--- config.mk ---
export PLATFORM = sky130hd
export DESIGN_NAME = console_command_line_decoder_core
export DESIGN_NICKNAME = d
export VERILOG_FILES = /design/src/rtl/ccld_pkg.sv /design/src/rtl/ccld_front.sv /design/src/rtl/ccld_queue.sv /design/src/rtl/ccld_back.sv /design/src/rtl/console_command_line_decoder_core.sv
export SDC_FILE = /design/constraint.sdc
export NUM_CORES = 1
export LEC_CHECK = 0
export BUFFER_PORTS_ARGS = -buffer_cell sky130_fd_sc_hd__buf_4
export CAP_MARGIN = 0
export CORE_ASPECT_RATIO = 1.1
export CORE_UTILIZATION = 40
export DETAILED_ROUTE_END_ITERATION = 10
export PLACE_DENSITY = 0.55
export SLEW_MARGIN = 20
export SYNTH_ARGS = -nofsm -noshare
export SYNTH_HDL_FRONTEND = slang
export SYNTH_SLANG_ARGS = --single-unit
--- constraint.sdc ---
create_clock -name aclk -period 45.2 [get_ports aclk]
set_input_delay 9.04 -clock aclk [delete_from_list [all_inputs] [get_ports aclk]]
set_output_delay 9.04 -clock aclk [all_outputs]
set_load 0.03 [all_outputs]
--- src/rtl/ccld_pkg.sv ---
`default_nettype none
// ----------------------------------------------------------------------------
// ccld_pkg
// Shared types, codes and helpers of the console command line decoder.
// ----------------------------------------------------------------------------
package ccld_pkg;

    localparam int LINE_CAPACITY_DEF = 63;
    localparam int SNAP_LEN          = 28;
    localparam int PREFIX_LEN        = 9;
    localparam int WORD_MAX          = 12;
    localparam int QUEUE_DEPTH       = 2;
    localparam int RESULT_W          = 55;
    localparam int M_TDATA_W         = 56;

    localparam logic [7:0] CHAR_BS    = 8'h08;
    localparam logic [7:0] CHAR_LF    = 8'h0a;
    localparam logic [7:0] CHAR_CR    = 8'h0d;
    localparam logic [7:0] CHAR_SPACE = 8'h20;
    localparam logic [7:0] CHAR_TILDE = 8'h7e;
    localparam logic [7:0] CHAR_DEL   = 8'h7f;
    localparam logic [7:0] CHAR_ZERO  = 8'h30;
    localparam logic [7:0] CHAR_NINE  = 8'h39;
    localparam logic [7:0] CHAR_DASH  = 8'h2d;
    localparam logic [7:0] CHAR_COLON = 8'h3a;

    // Command words as ASCII, first char in the highest used byte.
    localparam logic [8*WORD_MAX-1:0] W_HELP       = 96'h48454c50;
    localparam logic [8*WORD_MAX-1:0] W_SETTINGS   = 96'h4745545f53455454494e4753;
    localparam logic [8*WORD_MAX-1:0] W_AUDIO      = 96'h4745545f415544494f;
    localparam logic [8*WORD_MAX-1:0] W_NETWORK    = 96'h4745545f4e4554574f524b;
    localparam logic [8*WORD_MAX-1:0] W_WIFI       = 96'h52455345545f57494649;
    localparam logic [8*WORD_MAX-1:0] W_CLK_READ   = 96'h4745545f54494d45;
    // Clock write prefix, trailing space included.
    localparam logic [8*WORD_MAX-1:0] W_CLK_PREFIX = 96'h5345545f54494d4520;

    typedef enum logic [2:0] {
        CMD_HELP     = 3'd0,
        CMD_SETTINGS = 3'd1,
        CMD_AUDIO    = 3'd2,
        CMD_NETWORK  = 3'd3,
        CMD_WIFI     = 3'd4,
        CMD_CLOCK_RD = 3'd5,
        CMD_CLOCK_WR = 3'd6,
        CMD_NONE     = 3'd7
    } cmd_t;

    typedef enum logic [2:0] {
        ST_OK       = 3'd0,
        ST_TOO_LONG = 3'd1,
        ST_UNKNOWN  = 3'd2,
        ST_NO_CLOCK = 3'd3,
        ST_BAD_TIME = 3'd4
    } status_t;

    typedef struct packed {
        logic len4;
        logic len8;
        logic len9;
        logic len10;
        logic len11;
        logic len12;
        logic len28;
        logic len_ge9;
    } len_flags_t;

    // Finished line handed from front to back; chars[0] is the first byte.
    typedef struct packed {
        logic [SNAP_LEN-1:0][7:0] chars;
        logic                     overflow;
        len_flags_t               lens;
    } token_t;

    // Packed from the MSB down, so command lands in the lowest bits.
    typedef struct packed {
        logic [6:0]  second_value;
        logic [6:0]  minute_value;
        logic [6:0]  hour_value;
        logic [6:0]  day_value;
        logic [6:0]  month_value;
        logic [13:0] year_value;
        status_t     status;
        cmd_t        command_code;
    } result_t;

    // Word of n chars: its first char sits in byte n-1.
    function automatic logic word_at(input logic [SNAP_LEN-1:0][7:0] line,
                                     input logic [8*WORD_MAX-1:0] word,
                                     input int n);
        logic ok;
        ok = 1'b1;
        for (int i = 0; i < WORD_MAX; i++) begin
            if (i < n) begin
                if (line[i] != word[8*(n-1-i) +: 8]) begin
                    ok = 1'b0;
                end
            end
        end
        return ok;
    endfunction

    function automatic logic is_digit(input logic [7:0] c);
        return (c >= CHAR_ZERO) && (c <= CHAR_NINE);
    endfunction

    function automatic logic [3:0] digit_val(input logic [7:0] c);
        logic [7:0] d;
        d = c - CHAR_ZERO;
        return d[3:0];
    endfunction

endpackage
`default_nettype wire

--- src/rtl/ccld_front.sv ---
`default_nettype none
// ----------------------------------------------------------------------------
// ccld_front
// Byte intake: line editing in a register store, line snapshot on newline.
// ----------------------------------------------------------------------------
module ccld_front import ccld_pkg::*; #(
    parameter int LINE_CAPACITY = LINE_CAPACITY_DEF
) (
    input  wire logic       aclk,
    input  wire logic       aresetn,
    input  wire logic       s_tvalid,
    output logic            s_tready,
    input  wire logic [7:0] s_tdata,   // rx_byte[7:0]
    input  wire logic       q_full,
    output logic            push,
    output token_t          push_token
);

    localparam int LEN_W  = $clog2(LINE_CAPACITY + 1);
    localparam int SNAP_W = $clog2(SNAP_LEN);

    // only the first SNAP_LEN chars can decide a command
    logic [7:0]       chars_reg [SNAP_LEN];
    logic [LEN_W-1:0] len_reg, len_next;
    logic             ovf_reg, ovf_next;
    logic             accept, is_print, do_store;

    assign s_tready = !q_full;
    assign accept   = s_tvalid && s_tready;
    assign is_print = (s_tdata >= CHAR_SPACE) && (s_tdata <= CHAR_TILDE);
    assign do_store = accept && is_print && (len_reg < LEN_W'(LINE_CAPACITY));

    always_comb begin
        len_next = len_reg;
        ovf_next = ovf_reg;
        push     = 1'b0;
        if (accept) begin
            if (s_tdata == CHAR_BS || s_tdata == CHAR_DEL) begin
                if (len_reg != '0) begin
                    len_next = len_reg - LEN_W'(1);
                end
            end else if (s_tdata == CHAR_LF) begin
                push     = ovf_reg || (len_reg != '0);
                len_next = '0;
                ovf_next = 1'b0;
            end else if (is_print) begin
                if (do_store) begin
                    len_next = len_reg + LEN_W'(1);
                end else begin
                    ovf_next = 1'b1;
                end
            end
        end
    end

    always_comb begin
        for (int i = 0; i < SNAP_LEN; i++) begin
            push_token.chars[i] = chars_reg[i];
        end
        push_token.overflow     = ovf_reg;
        push_token.lens.len4    = (len_reg == LEN_W'(4));
        push_token.lens.len8    = (len_reg == LEN_W'(8));
        push_token.lens.len9    = (len_reg == LEN_W'(9));
        push_token.lens.len10   = (len_reg == LEN_W'(10));
        push_token.lens.len11   = (len_reg == LEN_W'(11));
        push_token.lens.len12   = (len_reg == LEN_W'(12));
        push_token.lens.len28   = (len_reg == LEN_W'(SNAP_LEN));
        push_token.lens.len_ge9 = (len_reg >= LEN_W'(PREFIX_LEN));
    end

    always_ff @(posedge aclk) begin
        if (!aresetn) begin
            len_reg <= '0;
            ovf_reg <= 1'b0;
        end else begin
            len_reg <= len_next;
            ovf_reg <= ovf_next;
        end
    end

    always_ff @(posedge aclk) begin
        if (do_store && (len_reg < LEN_W'(SNAP_LEN))) begin
            chars_reg[len_reg[SNAP_W-1:0]] <= s_tdata;
        end
    end

endmodule
`default_nettype wire

--- src/rtl/ccld_queue.sv ---
`default_nettype none
// ----------------------------------------------------------------------------
// ccld_queue
// Short FIFO of finished lines between front and back.
// ----------------------------------------------------------------------------
module ccld_queue import ccld_pkg::*; (
    input  wire logic   aclk,
    input  wire logic   aresetn,
    input  wire logic   push,
    input  wire token_t push_token,
    input  wire logic   pop,
    output logic        full,
    output logic        empty,
    output token_t      head
);

    localparam int PTR_W = $clog2(QUEUE_DEPTH);
    localparam int CNT_W = $clog2(QUEUE_DEPTH + 1);

    token_t           entries_reg [QUEUE_DEPTH];
    logic [PTR_W-1:0] wr_ptr_reg, rd_ptr_reg;
    logic [CNT_W-1:0] count_reg;

    assign full  = (count_reg == CNT_W'(QUEUE_DEPTH));
    assign empty = (count_reg == '0);
    assign head  = entries_reg[rd_ptr_reg];

    function automatic logic [PTR_W-1:0] bump(input logic [PTR_W-1:0] p);
        return (p == PTR_W'(QUEUE_DEPTH - 1)) ? '0 : p + PTR_W'(1);
    endfunction

    always_ff @(posedge aclk) begin
        if (!aresetn) begin
            wr_ptr_reg <= '0;
            rd_ptr_reg <= '0;
            count_reg  <= '0;
        end else begin
            if (push) begin
                wr_ptr_reg <= bump(wr_ptr_reg);
            end
            if (pop) begin
                rd_ptr_reg <= bump(rd_ptr_reg);
            end
            if (push && !pop) begin
                count_reg <= count_reg + CNT_W'(1);
            end else if (pop && !push) begin
                count_reg <= count_reg - CNT_W'(1);
            end
        end
    end

    always_ff @(posedge aclk) begin
        if (push) begin
            entries_reg[wr_ptr_reg] <= push_token;
        end
    end

endmodule
`default_nettype wire

--- src/rtl/ccld_back.sv ---
`default_nettype none
// ----------------------------------------------------------------------------
// ccld_back
// Command decode of a finished line into the registered result beat.
// ----------------------------------------------------------------------------
module ccld_back import ccld_pkg::*; (
    input  wire logic   aclk,
    input  wire logic   aresetn,
    input  wire logic   clock_present,
    input  wire logic   q_empty,
    input  wire token_t head,
    output logic        pop,
    output logic        m_tvalid,
    input  wire logic   m_tready,
    output result_t     m_result
);

    logic [SNAP_LEN-1:0][7:0] ln;
    logic    is_help, is_settings, is_audio, is_network, is_wifi, is_get, is_set;
    logic    fmt_ok;
    result_t res;
    logic    out_valid_reg;
    result_t out_data_reg;

    assign ln = head.chars;

    assign is_help     = head.lens.len4  && word_at(ln, W_HELP, 4);
    assign is_settings = head.lens.len12 && word_at(ln, W_SETTINGS, 12);
    assign is_audio    = head.lens.len9  && word_at(ln, W_AUDIO, 9);
    assign is_network  = head.lens.len11 && word_at(ln, W_NETWORK, 11);
    assign is_wifi     = head.lens.len10 && word_at(ln, W_WIFI, 10);
    assign is_get      = head.lens.len8  && word_at(ln, W_CLK_READ, 8);
    assign is_set      = head.lens.len_ge9 && word_at(ln, W_CLK_PREFIX, PREFIX_LEN);

    assign fmt_ok = head.lens.len28
        && ln[13] == CHAR_DASH && ln[16] == CHAR_DASH && ln[19] == CHAR_SPACE
        && ln[22] == CHAR_COLON && ln[25] == CHAR_COLON
        && is_digit(ln[9])  && is_digit(ln[10]) && is_digit(ln[11])
        && is_digit(ln[12]) && is_digit(ln[14]) && is_digit(ln[15])
        && is_digit(ln[17]) && is_digit(ln[18]) && is_digit(ln[20])
        && is_digit(ln[21]) && is_digit(ln[23]) && is_digit(ln[24])
        && is_digit(ln[26]) && is_digit(ln[27]);

    always_comb begin
        res              = '0;
        res.command_code = CMD_NONE;
        res.status       = ST_OK;
        priority if (head.overflow) begin
            res.status = ST_TOO_LONG;
        end else if (is_help) begin
            res.command_code = CMD_HELP;
        end else if (is_settings) begin
            res.command_code = CMD_SETTINGS;
        end else if (is_audio) begin
            res.command_code = CMD_AUDIO;
        end else if (is_network) begin
            res.command_code = CMD_NETWORK;
        end else if (is_wifi) begin
            res.command_code = CMD_WIFI;
        end else if (!is_get && !is_set) begin
            res.status = ST_UNKNOWN;
        end else if (!clock_present) begin
            res.command_code = is_get ? CMD_CLOCK_RD : CMD_CLOCK_WR;
            res.status       = ST_NO_CLOCK;
        end else if (is_get) begin
            res.command_code = CMD_CLOCK_RD;
        end else if (!fmt_ok) begin
            res.command_code = CMD_CLOCK_WR;
            res.status       = ST_BAD_TIME;
        end else begin
            res.command_code = CMD_CLOCK_WR;
            res.year_value   = 14'(digit_val(ln[9]))  * 14'd1000
                             + 14'(digit_val(ln[10])) * 14'd100
                             + 14'(digit_val(ln[11])) * 14'd10
                             + 14'(digit_val(ln[12]));
            res.month_value  = 7'(digit_val(ln[14])) * 7'd10 + 7'(digit_val(ln[15]));
            res.day_value    = 7'(digit_val(ln[17])) * 7'd10 + 7'(digit_val(ln[18]));
            res.hour_value   = 7'(digit_val(ln[20])) * 7'd10 + 7'(digit_val(ln[21]));
            res.minute_value = 7'(digit_val(ln[23])) * 7'd10 + 7'(digit_val(ln[24]));
            res.second_value = 7'(digit_val(ln[26])) * 7'd10 + 7'(digit_val(ln[27]));
        end
    end

    assign pop      = !q_empty && (!out_valid_reg || m_tready);
    assign m_tvalid = out_valid_reg;
    assign m_result = out_data_reg;

    always_ff @(posedge aclk) begin
        if (!aresetn) begin
            out_valid_reg <= 1'b0;
        end else if (pop) begin
            out_valid_reg <= 1'b1;
        end else if (m_tready) begin
            out_valid_reg <= 1'b0;
        end
    end

    always_ff @(posedge aclk) begin
        if (pop) begin
            out_data_reg <= res;
        end
    end

endmodule
`default_nettype wire

--- src/rtl/console_command_line_decoder_core.sv ---
`default_nettype none
// ----------------------------------------------------------------------------
// console_command_line_decoder_core
// Console line editor and command decoder, one result beat per nonempty line.
//
//   Channel  Dir  Payload                                    Handshake
//   s_       in   s_tdata[7:0]   rx_byte                     s_tvalid/s_tready
//   m_       out  m_tdata[55:0]  command, status, date-time  m_tvalid/m_tready
//   cfg_     in   cfg_wdata      clock_present               cfg_we
//
// One byte per cycle while s_tready is high; a newline's result beat passes
// through the line queue and then the decode output register.
// Synchronous reset clears the line length, overflow mark, queue, output
// valid and clock_present; the line store itself is not cleared.
// s_tready drops only while the two-entry line queue is full, which happens
// when result beats are held off by m_tready.
// ----------------------------------------------------------------------------
module console_command_line_decoder_core import ccld_pkg::*; #(
    parameter int LINE_CAPACITY = LINE_CAPACITY_DEF
) (
    input  wire logic                 aclk,
    input  wire logic                 aresetn,
    input  wire logic                 s_tvalid,
    output logic                      s_tready,
    input  wire logic [7:0]           s_tdata,   // rx_byte[7:0]
    output logic                      m_tvalid,
    input  wire logic                 m_tready,
    // command_code[2:0], status[5:3], year_value[19:6], month_value[26:20],
    // day_value[33:27], hour_value[40:34], minute_value[47:41],
    // second_value[54:48], zero pad[55]
    output logic [M_TDATA_W-1:0]      m_tdata,
    input  wire logic                 cfg_we,
    input  wire logic                 cfg_wdata
);

    logic    clock_present_reg;
    logic    push, pop, q_full, q_empty;
    token_t  push_token, head;
    result_t m_result;

    always_ff @(posedge aclk) begin
        if (!aresetn) begin
            clock_present_reg <= 1'b0;
        end else if (cfg_we) begin
            clock_present_reg <= cfg_wdata;
        end
    end

    ccld_front #(
        .LINE_CAPACITY(LINE_CAPACITY)
    ) u_front (
        .aclk       (aclk),
        .aresetn    (aresetn),
        .s_tvalid   (s_tvalid),
        .s_tready   (s_tready),
        .s_tdata    (s_tdata),
        .q_full     (q_full),
        .push       (push),
        .push_token (push_token)
    );

    ccld_queue u_queue (
        .aclk       (aclk),
        .aresetn    (aresetn),
        .push       (push),
        .push_token (push_token),
        .pop        (pop),
        .full       (q_full),
        .empty      (q_empty),
        .head       (head)
    );

    ccld_back u_back (
        .aclk          (aclk),
        .aresetn       (aresetn),
        .clock_present (clock_present_reg),
        .q_empty       (q_empty),
        .head          (head),
        .pop           (pop),
        .m_tvalid      (m_tvalid),
        .m_tready      (m_tready),
        .m_result      (m_result)
    );

    assign m_tdata = {{(M_TDATA_W - RESULT_W){1'b0}}, m_result};

    a_push_not_full: assert property (@(posedge aclk) disable iff (!aresetn)
        push |-> !q_full)
        else $error("line pushed into full queue");

    a_push_on_newline: assert property (@(posedge aclk) disable iff (!aresetn)
        push |-> (s_tvalid && s_tready && s_tdata == CHAR_LF))
        else $error("line pushed without newline beat");

    a_pop_has_data: assert property (@(posedge aclk) disable iff (!aresetn)
        pop |-> !q_empty)
        else $error("pop from empty queue");

    a_error_fields_zero: assert property (@(posedge aclk) disable iff (!aresetn)
        (m_tvalid && m_result.status != ST_OK) |-> (m_tdata[54:6] == '0))
        else $error("error beat carries date-time fields");

endmodule
`default_nettype wire

==> results list, run 1 <==
- Status: completed
- Total number of yosys warnings: 0
* Total CTS buffers: 76
* Final critical path time including I/O delays and setup: 12.04 ns
- In the synthesized netlist the dominant register cell turns out to be sky130_fd_sc_hd__edfxtp_1.
* Final routed wirelength across all metal layers: 61,640 microns
- The count of final max-slew check failures is 0.
* Psw: 0.5817 mW
- In this run the standard cell core region covers 72,170 sq um.
- The via count of the first global-routing pass is 14,860.
- Measured along the x axis, the die boundary spans 260.2 microns.
* Master cell of the clock root buffer: sky130_fd_sc_hd__clkbuf_16
- For this design the ratio of total power to cell area is 58.55 nW/um^2.
* Largest vdd supply drop: 0.00004550 V
- Area growth, synth to finish: 14.27%
* Transition at the pin with the smallest max-transition slack: 1.026 ns
- Critical path class: input pin to register
* Average cell area after synthesis: 17.60 sq um
- Number of nets in the layout: 1,936
- Post-CTS Resized: 0
- Most common library cell in the layout ignoring fill and taps: sky130_fd_sc_hd__edfxtp_1
* Number of search-and-repair iterations in the first detailed-routing pass: 5
- Startpoint type of the worst setup path: input pin
- The total overflow left after global routing is 0.
- Type of element capturing the critical path: register
- Row count: 103
- In this run the vertical extent of the chip is 286.0 microns.
* Net Count, Synth: 1,804
- Fraction of the core area covered by cells at the end of the flow: 46.45%
- In the final layout, the share of cells above drive strength 1 is 13.29%.
- The clock passes through at most 3 buffers.
* Switching power share of the total: 29.64%
* Post-synthesis instance total: 1,667
- The H-tree was split into 3 levels.
* Setup Buffers After CTS: 0
* Max-cap viol count: 0
- The clock net in this run drives a total of 759 sinks.
* TritonCTS clock tree: built
- The worst pin sits at a relative slew slack of 31.63%.
* Gp weighted congestion: 0.8184
- Number of failing hold endpoints at the final stage: 0
- In this run the static leakage power is 11.25 nW.
- The largest total area in the synthesized netlist belongs to sky130_fd_sc_hd__edfxtp_1.
- In this run, the clock network consumes 32.2% of the power.
- After the first detailed-routing iteration, the DRC count stood at 1,035.
* Number of library cell types mapped by synthesis: 80
- Instance area after placement: 31,000 sq um
- Summing the sequential cell areas from Yosys gives 77.22% of the chip area.
* Min-Delay Path Class: register to register
* Main area contributors after synthesis: sky130_fd_sc_hd__edfxtp_1, sky130_fd_sc_hd__ha_1, sky130_fd_sc_hd__fa_1
* Final total negative setup slack: 0 ns
- Data on the critical path is required at its endpoint by 45.43 ns.
* Maximum number of pins on one net before global-route repair: 159
* Crit path DAT: 12.27 ns
* Highest-count cells in the layout ignoring fill and taps: sky130_fd_sc_hd__edfxtp_1, sky130_fd_sc_hd__nor2_1, sky130_fd_sc_hd__ha_1, sky130_fd_sc_hd__inv_1, sky130_fd_sc_hd__buf_4
- The count of nets left with antenna violations once routing finished came out at 0.
- Diode count: 0
- Synth Cell Area: 29,340 sq um
* Final clock skew: 0.02231 ns
* Worst-skew pair later-pin latency: 0.62 ns
- After clock tree synthesis, the clock-pin slew on the worst setup and hold paths is 0.06 ns.
- Global routing consumed, over all layers together, 16.67% of the routing resources.
* Number of flops mapped to enable cells by yosys: 745
- Setup repair after global routing missed its margin: no
* Part of the power in registers: 41.2%
- After detailed routing, the average wire length per cell comes to 21.98 microns.
* Fmax: 83.07 MHz
- Combinational cells account for 26.6% of the total power.
* Detail Placement HPWL: 40,150 microns
* Vias/cell: 5.167
* # port buffers: 70
- Final critical-path share of the clock period: 26.63%
- Counting flops and latches in the post-synthesis netlist gives 759.
* Vias: 14,490
- Summing all non-filler instances in the final layout gives an area of 33,520 sq um.
* Initial standard-cell utilization of the core: 40.65%
* Remaining DRCs: 0
- The register with the most flip-flops in the layout has 466 of them.
* PnR Total Power: 1.963 mW
- Area of the die: 74,430 sq um
- Of all flip-flops after synthesis, the portion carrying an async set or reset was 0%.
* Wire length of the first global-routing pass: 91,140 microns
- Total internal power: 1.381 mW
- The number of antenna violations at the first check in global routing was 3.
- Along the worst path, the maximum fanout reaches 68.
- Final setup violation count: 0
- IO Pins: 72
- Hold buffer count at cts: 0
* Fraction of post-synthesis cell area in the top cell type by area: 76.26%
-- power groups by stage --
stage                     logic (mW)  clock network [mW]  registers, mW
final                          0.522               0.633          0.808
after global routing           0.604               0.670          0.810
after CTS                      0.535               0.646          0.808
after detailed placement       0.528                   0          0.823
after global placement         0.527                   0          0.823
after floorplan                0.373                   0          0.854
-- layout make-up --
class / instances / area, sq um
Fill cell: 6186 / 38650
Sequential cell: 759 / 22660
Multi-Input combinational cell: 795 / 6207
Clock buffer: 95 / 2068
Tap cell: 945 / 1182
Timing Repair Buffer: 83 / 635.6
Clock inverter: 43 / 457.9
Inverter: 84 / 315.3
-- logic make-up after synthesis --
logic type      share of synthesized area [%]
xor+xnor                                1.194
other cells                           0.01278
flops                                   77.22
buf+inv                                 1.685
fa+ha+maj                               5.937
compound gates                          3.421
simple gates                            8.368
mux                                     2.167
-- layer usage --
layer	up-vias	share of wire, %	global-route usage [%]
met2	364	49	28.01
met3	111	4.1	2.410
met5	-	0.013	0
met1	7315	44	21.93
li1	6695	-	-
met4	2	2.7	6.199
-- critical path, cell delays in order --
cell and delay [ns]:
sky130_fd_sc_hd__buf_4 0.40, sky130_fd_sc_hd__nor3b_1 0.41, sky130_fd_sc_hd__nand3_1 0.31, sky130_fd_sc_hd__nor3_1 0.42
sky130_fd_sc_hd__and2_4 0.71, sky130_fd_sc_hd__buf_4 0.84
-- path summary, 6_finish.rpt --
path | cells after the start | end | from | slack [ns]
worst max-delay path | 6 | u_queue.entries_reg[1][195]$_DFFE_PP_ | s_tdata[3] | 33.16
worst min-delay path | 0 | u_queue.entries_reg[0][122]$_DFFE_PP_ | u_front.chars_reg[14][1]$_DFFE_PP_ | 0.44
worst max register to register | 20 | u_back.m_result[19]$_SDFFCE_PP0P_ | register | 38.90
worst min register to register | 0 | u_queue.entries_reg[0][122]$_DFFE_PP_ | u_front.chars_reg[14][1]$_DFFE_PP_ | 0.44
-- metrics by stage --
step	std cells	hold slack (ns)	setup WS, ns
after floorplan	1667	0.4215	11.85
after global placement	2666	0.4236	32.57
after detailed placement	2666	0.4311	32.47
after CTS	2804	0.4420	33.12
after global routing	2804	0.4466	32.95
final	2804	0.4436	33.16
-- synthesized netlist by cell type (5+ instances only) --
master,instances
sky130_fd_sc_hd__a2111oi_0,5
sky130_fd_sc_hd__a211oi_1,7
sky130_fd_sc_hd__a21o_1,9
sky130_fd_sc_hd__a21oi_1,31
sky130_fd_sc_hd__a22oi_1,5
sky130_fd_sc_hd__a31oi_1,5
sky130_fd_sc_hd__and2_1,9
sky130_fd_sc_hd__and3_1,7
sky130_fd_sc_hd__buf_2,8
sky130_fd_sc_hd__buf_6,6
sky130_fd_sc_hd__clkbuf_1,10
sky130_fd_sc_hd__dfxtp_1,14
sky130_fd_sc_hd__edfxtp_1,745
sky130_fd_sc_hd__fa_1,27
sky130_fd_sc_hd__ha_1,96
sky130_fd_sc_hd__inv_1,84
sky130_fd_sc_hd__mux2_2,18
sky130_fd_sc_hd__mux2i_1,41
sky130_fd_sc_hd__nand2_1,57
sky130_fd_sc_hd__nand2b_1,7
sky130_fd_sc_hd__nand3_1,32
sky130_fd_sc_hd__nand3b_1,9
sky130_fd_sc_hd__nand4_1,24
sky130_fd_sc_hd__nand4b_1,15
sky130_fd_sc_hd__nor2_1,113
sky130_fd_sc_hd__nor2_2,10
sky130_fd_sc_hd__nor2b_1,26
sky130_fd_sc_hd__nor3_1,28
sky130_fd_sc_hd__nor3b_1,13
sky130_fd_sc_hd__nor4_1,10
sky130_fd_sc_hd__nor4b_1,19
sky130_fd_sc_hd__nor4bb_1,20
sky130_fd_sc_hd__o21ai_0,21
sky130_fd_sc_hd__o22ai_1,7
sky130_fd_sc_hd__o31ai_1,5
sky130_fd_sc_hd__xnor2_1,19
sky130_fd_sc_hd__xor2_1,21
No activity file was read; power rests on OpenSTA's default activity.
==> inputs of run 2 (changes only) <==
Clock period 45.2 ns to 12 ns, I/O delays scaled along.
==> results list, run 2 (synthesis results as in run 1) <==
* Post-CTS Resized: 0
* Clk sinks: 759
- After detailed routing, the number of vias per cell comes to 5.133.
* IO Pins: 72
* Worst relative slew slack: 30.47%
* Number of nets in the layout: 1,939
- Hold repair after CTS inserted 0 buffers.
- Crit path DAT: 6.18 ns
- The floorplan has 103 rows.
* Static leakage: 11.30 nW
* Wire length of the first global-routing pass: 90,290 microns
* Number of standard cells in the layout, taps in and fillers out: 2,806
- Finished layout cell area: 33,660 sq um
- Final clock skew: 0.02569 ns
- Final-report max-slew violation count: 0
- In this run the post-CTS setup repair buffer count came out at 0.
- Startpoint type of the worst setup path: input pin
- Average wire length per cell after detail routing: 21.45 microns
- In this design, the stage delay of the slowest critical-path cell is 0.76 ns.
- The first detailed-routing pass ran for 5 iterations.
- Beginning of the critical path: s_tdata[5]
- Die W: 260.2 microns
- Cells with a size suffix above 1 make up 13.43% of the layout.
- In this run the worst path has a maximum fanout of 57.
- After layout, the worst setup slack is 6.047 ns.
* Slowest cell on the critical path: sky130_fd_sc_hd__buf_4
- Clock transition at the registers of the reported paths: 0.06 ns
- The routed layout has 14,400 vias.
- In this run the most critical hold path is launched from u_front.chars_reg[8][2]$_DFFE_PP_.
* Final routed wirelength across all metal layers: 60,180 microns
* Longest Clk Path Bufs: 3
- TritonCTS created 77 clock buffers.
- Timing analysis after detailed placement gives a worst setup slack of 5.335 ns.
- DRT iter0 DRCs: 1,056
- The analysis attributes to net switching a power of 2.201 mW.
- The final hold violation count is 0.
- Crit-path cells: buf_4, nor4_1, nand3_1, nor3_1, and2_4, buf_4, buf_4
- Final critical-path share of the clock period: 49.61%
- Power density over the cells: 222.3 nW/um^2
* Remaining DRCs: 0
* Area growth, synth to finish: 14.73%
* Total internal power: 5.281 mW
- Summing all placed instances gives a cell area of 31,030 sq um.
- Maximum number of pins on one net before global-route repair: 118
* Setup repair after global routing missed its margin: no
- Status: completed
- Final critical path time including I/O delays and setup: 5.953 ns
- Max-cap viol count: 0
- CP Data Required Time: 12.23 ns
* Initial standard-cell utilization of the core: 40.65%
* Combinational power share: 26.4%
- Min-Delay Path Class: register to register
* TritonCTS clock tree: built
- Number of flip-flops in the largest register: 466
- Registers are responsible for 40.7% of the overall power.
* Largest vdd supply drop: 0.0001506 V
- After floorplanning, the core was sized to cover 72,170 sq um.
* Routed Antenna Nets: 0
* Final setup violation count: 0
- Number of global-route vias before repair: 15,010
- Master cell of the clock root buffer: sky130_fd_sc_hd__clkbuf_16
- Power share of the clock group: 32.9%
- The congestion estimate from routability-driven global placement came to 0.8093.
* Antenna violations before repair: 1
* Critical path class: input pin to register
- Final total negative setup slack: 0 ns
- For the worst-skew pair, the clock arrives at the later sink with an insertion delay of 0.62 ns.
- The tightest hold path in the finished design has a slack of 0.4340 ns.
- Highest-count cells in the layout ignoring fill and taps: sky130_fd_sc_hd__edfxtp_1, sky130_fd_sc_hd__nor2_1, sky130_fd_sc_hd__ha_1, sky130_fd_sc_hd__inv_1, sky130_fd_sc_hd__buf_4
* # port buffers: 70
- Net switching is 29.41% of the power.
- Most numerous cell on the critical path: sky130_fd_sc_hd__buf_4
- Once placement completed, the tool counted placed cells totaling 2,668.
* Transition at the pin with the smallest max-transition slack: 1.040 ns
- Leaving out fill and tap cells, the most frequent cell in the layout is sky130_fd_sc_hd__edfxtp_1.
- Global routing used 16.39% of the available tracks.
- Final global-route overflow total: 0
* Detail Placement HPWL: 38,250 microns
- The clock tree synthesis step divided the H-tree into 3 levels.
- Diode count: 0
* Fmax: 168.0 MHz
- Area of the die: 74,430 sq um
* Type of element capturing the critical path: register
- The floorplan step set the die height to 286.0 microns.
## run 2: cell count changes in the layout (fill, tap and decap cells not counted), moves of 2 or more
cell                        delta
sky130_fd_sc_hd__buf_4         +2
sky130_fd_sc_hd__bufinv_16     +4
sky130_fd_sc_hd__clkbuf_1      -4
sky130_fd_sc_hd__clkinv_1      +4
sky130_fd_sc_hd__clkinv_2      -4
sky130_fd_sc_hd__clkinv_8      +2
## run 2: metrics by stage
stage               total power, mW  utilization (%)
detailed placement            5.097            43.00
global placement              5.094            43.00
finish                        7.481            46.63
floorplan                     4.622                -
global route                  7.912            46.63
CTS                           7.585            46.63
## run 2: cell type report
type | count | area (sq um)
Clock inverter | 48 | 595.6
Inverter | 84 | 315.3
Clock buffer | 90 | 2028
Fill cell | 6205 | 38510
Timing Repair Buffer | 85 | 650.6
Sequential cell | 759 | 22660
Multi-Input combinational cell | 795 | 6228
Tap cell | 945 | 1182
## run 2: worst paths after layout
check | endpoint | slack (ns) | cells after the start
worst max-delay path | u_queue.entries_reg[1][94]$_DFFE_PP_ | 6.05 | 7
worst min-delay path | u_queue.entries_reg[1][75]$_DFFE_PP_ | 0.43 | 0
worst max register to register | u_back.m_result[19]$_SDFFCE_PP0P_ | 6.43 | 18
worst min register to register | u_queue.entries_reg[1][75]$_DFFE_PP_ | 0.43 | 0
## run 2: routing by layer
layer	wire length, microns	track usage (%)	vias up
li1	-	-	6708
met1	26020	21.13	7217
met2	29390	27.51	372
met3	3310	3.518	106
met4	1462	5.292	0
met5	0	0	-
## run 2: power by group through the flow
stage | Sequential [mW] | Combinational (mW) | Clock (mW)
after floorplan | 3.22 | 1.40 | 0
after global placement | 3.10 | 1.99 | 0
after detailed placement | 3.10 | 1.99 | 0
after CTS | 3.05 | 2.01 | 2.52
after global routing | 3.05 | 2.24 | 2.62
final | 3.04 | 1.97 | 2.46
## run 2: worst max-delay path, delay by kind of cell
kind / cells / cell delay (ns)
and+or+nand+nor: 4 / 1.97
buffers and inverters: 3 / 1.72
